==> src/rtl/bba_ram.sv <==
// Generic single-port-write, single-port-read RAM with registered read data.
// No dependencies.
module bba_ram #(
    parameter int WIDTH = 32,
    parameter int DEPTH = 128,
    parameter int AW    = (DEPTH > 1) ? $clog2(DEPTH) : 1
) (
    input  logic             clk,
    input  logic             wr_en,
    input  logic [AW-1:0]    wr_addr,
    input  logic [WIDTH-1:0] wr_data,
    input  logic [AW-1:0]    rd_addr,
    output logic [WIDTH-1:0] rd_data
);

    logic [WIDTH-1:0] mem_reg [DEPTH];
    logic [WIDTH-1:0] rd_data_reg;

    always_ff @(posedge clk)
    begin
        if (wr_en)
        begin
            mem_reg[wr_addr] <= wr_data;
        end
        rd_data_reg <= mem_reg[rd_addr];
    end

    assign rd_data = rd_data_reg;

endmodule

==> config.mk <==
export PLATFORM = sky130hd
export DESIGN_NAME = bba_ram
export DESIGN_NICKNAME = d
export VERILOG_FILES = /design/src/rtl/bba_ram.sv
export SDC_FILE = /design/constraint.sdc
export NUM_CORES = 2
export LEC_CHECK = 0
export BUFFER_PORTS_ARGS = -buffer_cell sky130_fd_sc_hd__buf_4
export CAP_MARGIN = 15
export CORE_ASPECT_RATIO = 1.5
export CORE_UTILIZATION = 45
export CTS_BUF_LIST = sky130_fd_sc_hd__clkbuf_16
export DETAILED_ROUTE_END_ITERATION = 8
export GPL_TIMING_DRIVEN = 0
export HOLD_SLACK_MARGIN = 0.1
export MAX_ROUTING_LAYER = met4
export PLACE_DENSITY = 0.67
export SLEW_MARGIN = 20
export SYNTH_ARGS = -nofsm -noshare
export SYNTH_HDL_FRONTEND = slang
export SYNTH_SLANG_ARGS = --single-unit
export TNS_END_PERCENT = 100
==> constraint.sdc <==
create_clock -name clk -period 4.25 [get_ports clk]
set_input_delay 0.2125 -clock clk [delete_from_list [all_inputs] [get_ports clk]]
set_output_delay 0.2125 -clock clk [all_outputs]
set_load 0.03 [all_outputs]
---- Word level (Yosys, flattened, before mapping) ----
Memory sizes are Yosys's and may differ from the RTL's. A register that Yosys moved wholly into a read port is not among the register bits.
Cells that the tools add are included.
storage, ports and cells
  register bits after elaboration ......... 0
  memory bits (writable) .................. 4,096
  output and inout bits ................... 32
  word-level logic and storage cells ...... 3
  memories ................................ 1
memory list
  name     depth  width  read ports  clocked after memory_dff  write ports  line  source
  mem_reg  128    32     1           1                         1            16    logic [WIDTH-1:0] mem_reg [DEPTH];
operators by class
  muxes and demuxes ....................... 2
operators with widths
  cell    count
  $mux 1  2

---- Depth between registers and ports, before layout ----
  word-level depth ........................ 2
  depth in mapped cells ................... 8

---- Worst setup path after synthesis ----
Ideal clock, no wire load.
  path type ............................... input to register
  start point ............................. in wr_en
  end point ............................... mem mem_reg[98][0], enable pin
  setup time .............................. 0.461 ns
  arrival time ............................ 2.990 ns
  data required time ...................... 3.789 ns
  setup slack ............................. 0.799 ns
  stages .................................. 3
  cell sequence ........................... clkbuf_1 nand4_1 nor3_1
on the way
  longest elaborated chain between the ends .. 2
RTL lines
  what                          line  source
  start, declared               9     input logic wr_en,
  $mux 1                        21    if (wr_en)
  $mux 1 (implied by the code)  23    mem_reg[wr_addr] <= wr_data;
  end, declared                 16
No other way between the ends.

==> results.yml <==
critical_path:
  cp.required_ns: 5.04
  slowest_delay_ns: 0.72
  crit_fanout: 10
  cp.arrival_ns: 4.84
  cp_cell_sequence: "clkbuf_1 -> buf_2 -> clkbuf_2 -> buf_16 -> buf_1 -> mux4_2 -> mux4_2 -> mux4_2 -> mux2_2"
  cp_slowest_cell: "buf_2"
  path_buf_inv: 5
  crit_top_cell: "mux4_2"
  crit_family: "buffers and inverters"
  end_kind: "flop"
  cp-start-kind: "input pin"
  crit_type: "in2reg"
detailed_routing:
  drtPass1Iterations: 8
  wl_per_cell_um: 36.86
  wl_mm: 427.8
  via_per_inst: 6.127
  drc: 0
  ant_nets: 0
  vias: 71130
  drt_iter0_markers: 8723
timing:
  finalMaxSlewViolations: 0
  hold_violations: 0
  fmax_mhz: 247.3
  fin_skew_ns: 0.05328
  fin_crit_ns: 4.044
  relSlewSlack_pct: 17.62
  fin_crit_sh_pct: 95.16
  setup-tns-final_ns: 0
  worst_hold_slack_ns: 0.2276
  worst_pin_slew_ns: 1.236
  rsz0062_at_grt: "false"
  setup_viol: 0
synth:
  synthArstFlopShare_pct: 0
  synth-xor-area-share_pct: 0
  synth.most_common_cell: "edfxtp_1"
  synth_top_area_cell: "edfxtp_1"
  syn_avg_cell_area_um2: 26.09
  synth_cells: 5990
  yosys.cell_types.count: 17
  synth_top_area_share_pct: 78.71
  yosys_warnings: 0
  ys_seq_area_share_pct: 79.12
  synth_area_leaders: "edfxtp_1, mux4_2, clkbuf_1"
  synth_ff_type: "edfxtp_1"
  yosys-top-cells-count: "edfxtp_1, mux4_2, clkbuf_1, nor2_1, buf_2"
  synth-edff-count: 4096
  synthAdderAreaFrac_pct: 0
  synthesis.nets: 6038
  synth_compound_area_share_pct: 0
  ys_seq_elements: 4128
  synthSimpleGateAreaFrac_pct: 0.4460
  synth_top_family_by_area: "multiplexers"
  syn-cell-area_mm2: 0.1563
  synthMuxAreaShare_pct: 19.60
global_routing:
  grt_max_degree: 129
  grtUsageTotal_pct: 25.19
  grt-ovfl-total: 0
  grt_pass1_vias: 72370
  antenna_found_initial: 94
  grt_pass1_wl_mm: 585.6
final_layout:
  fin_area_mm2: 0.1801
  layoutNonFillerInstCount: 11610
  drive_gt1_share_pct: 34.67
  largest_reg_flops: 4096
  fin_util_pct: 52.17
  nNetsFinal: 6718
  area_delta_synth_final_pct: 15.23
power:
  ir_drop_v: 0.0003332
  leakagePower_nw: 55.02
  cellPowerDensity_mw_per_mm2: 455.5
clocking:
  cts_tree: "yes"
  cts_sinks: 4128
  ctsResizeCount: 0
  cts_htree_levels: 5
  cts_buffer_depth: 4
  clkTransAtPathRegs_ns: 0.07
  cts_buffers: 358
  cts_hold_buf: 30
  clk_latency_ns: 0.93
  cts-root-buf: "clkbuf_16"
  post_cts_buffers: 0
die:
  die_y_um: 723.8
  coreArea_mm2: 0.3452
  die-area_mm2: 0.3497
  initial_core_util_pct: 45.27
  die_x_um: 483.2
  io-pin-count: 80
  rows: 264
placement:
  gp_congestion: 0.9453
  portBuffers: 68
  dp_hpwl_mm: 291.1
  placedInstanceArea_mm2: 0.1680
  dp.cells: 10790
min_path:
  worstHoldPathType: "in2reg"
status:
  status: "finished, final reports clean"
run:
  max-cap-violations: 0
[power breakdown]
part	switching, mW	internal, mW
Sequential	0.0646	44.9
Clock	14.5	17.5
Combinational	3.20	1.78
[worst min-delay path, delay by kind of cell]
kind                   cells  cell delay, ns
buffers and inverters      1            0.33
AND/OR/NAND/NOR            2            0.42
[worst paths after layout]
check	startpoint	end	slack [ns]	cells past startpoint
max	rd_addr[2]	rd_data[20]	0.21	9
min	wr_addr[1]	mem_reg[78][30]	0.23	3
max reg2reg	mem_reg[87][17]	rd_data[17]	1.50	4
min reg2reg	mem_reg[122][0]	rd_data[0]	1.15	4
[per-stage QoR]
stage               total power, mW  setup WS, ns
global placement              50.54        -3.313
finish                        82.02        0.2056
global route                  83.80        0.1782
detailed placement            50.78       -0.6513
floorplan                     48.15        0.7988
CTS                           82.27        0.2169
[cell usage in the layout (no fill, tap or decap), drive strengths merged, types with 30 or more instances in the layout]
| cell type | instances |
|---|---|
| buf | 416 |
| bufinv | 30 |
| clkbuf | 555 |
| clkinv | 152 |
| dfxtp | 32 |
| diode | 132 |
| dlygate4sd3 | 33 |
| edfxtp | 4096 |
| inv | 82 |
| mux2 | 32 |
| mux4 | 1344 |
| nor2 | 122 |
[routing by layer]
metal | vias up | share of wire [%] | track usage (%)
met5 | - | 0 | -
met4 | 0 | 8.9 | 19.74
met3 | 867 | 7.6 | 4.564
met2 | 3771 | 51 | 41.13
met1 | 38610 | 33 | 27.35
li1 | 27880 | - | -
[cell families after synthesis]
logic type    count (synthesis)
flops                      4128
simple gates                170
buf+inv                     316
mux                        1376
[final cells by class]
class                      count  area (um2)
antenna                      132       330.3
buffer                       316        1369
clock buffer                 368        9209
clock inverter               276        2041
fill                       25410      165100
multi-input combinational   1546       32260
sequential                  4128      123600
tap                         4522        5658
timing repair buffer         320        5574
No activity file was read; power rests on OpenSTA's default activity.
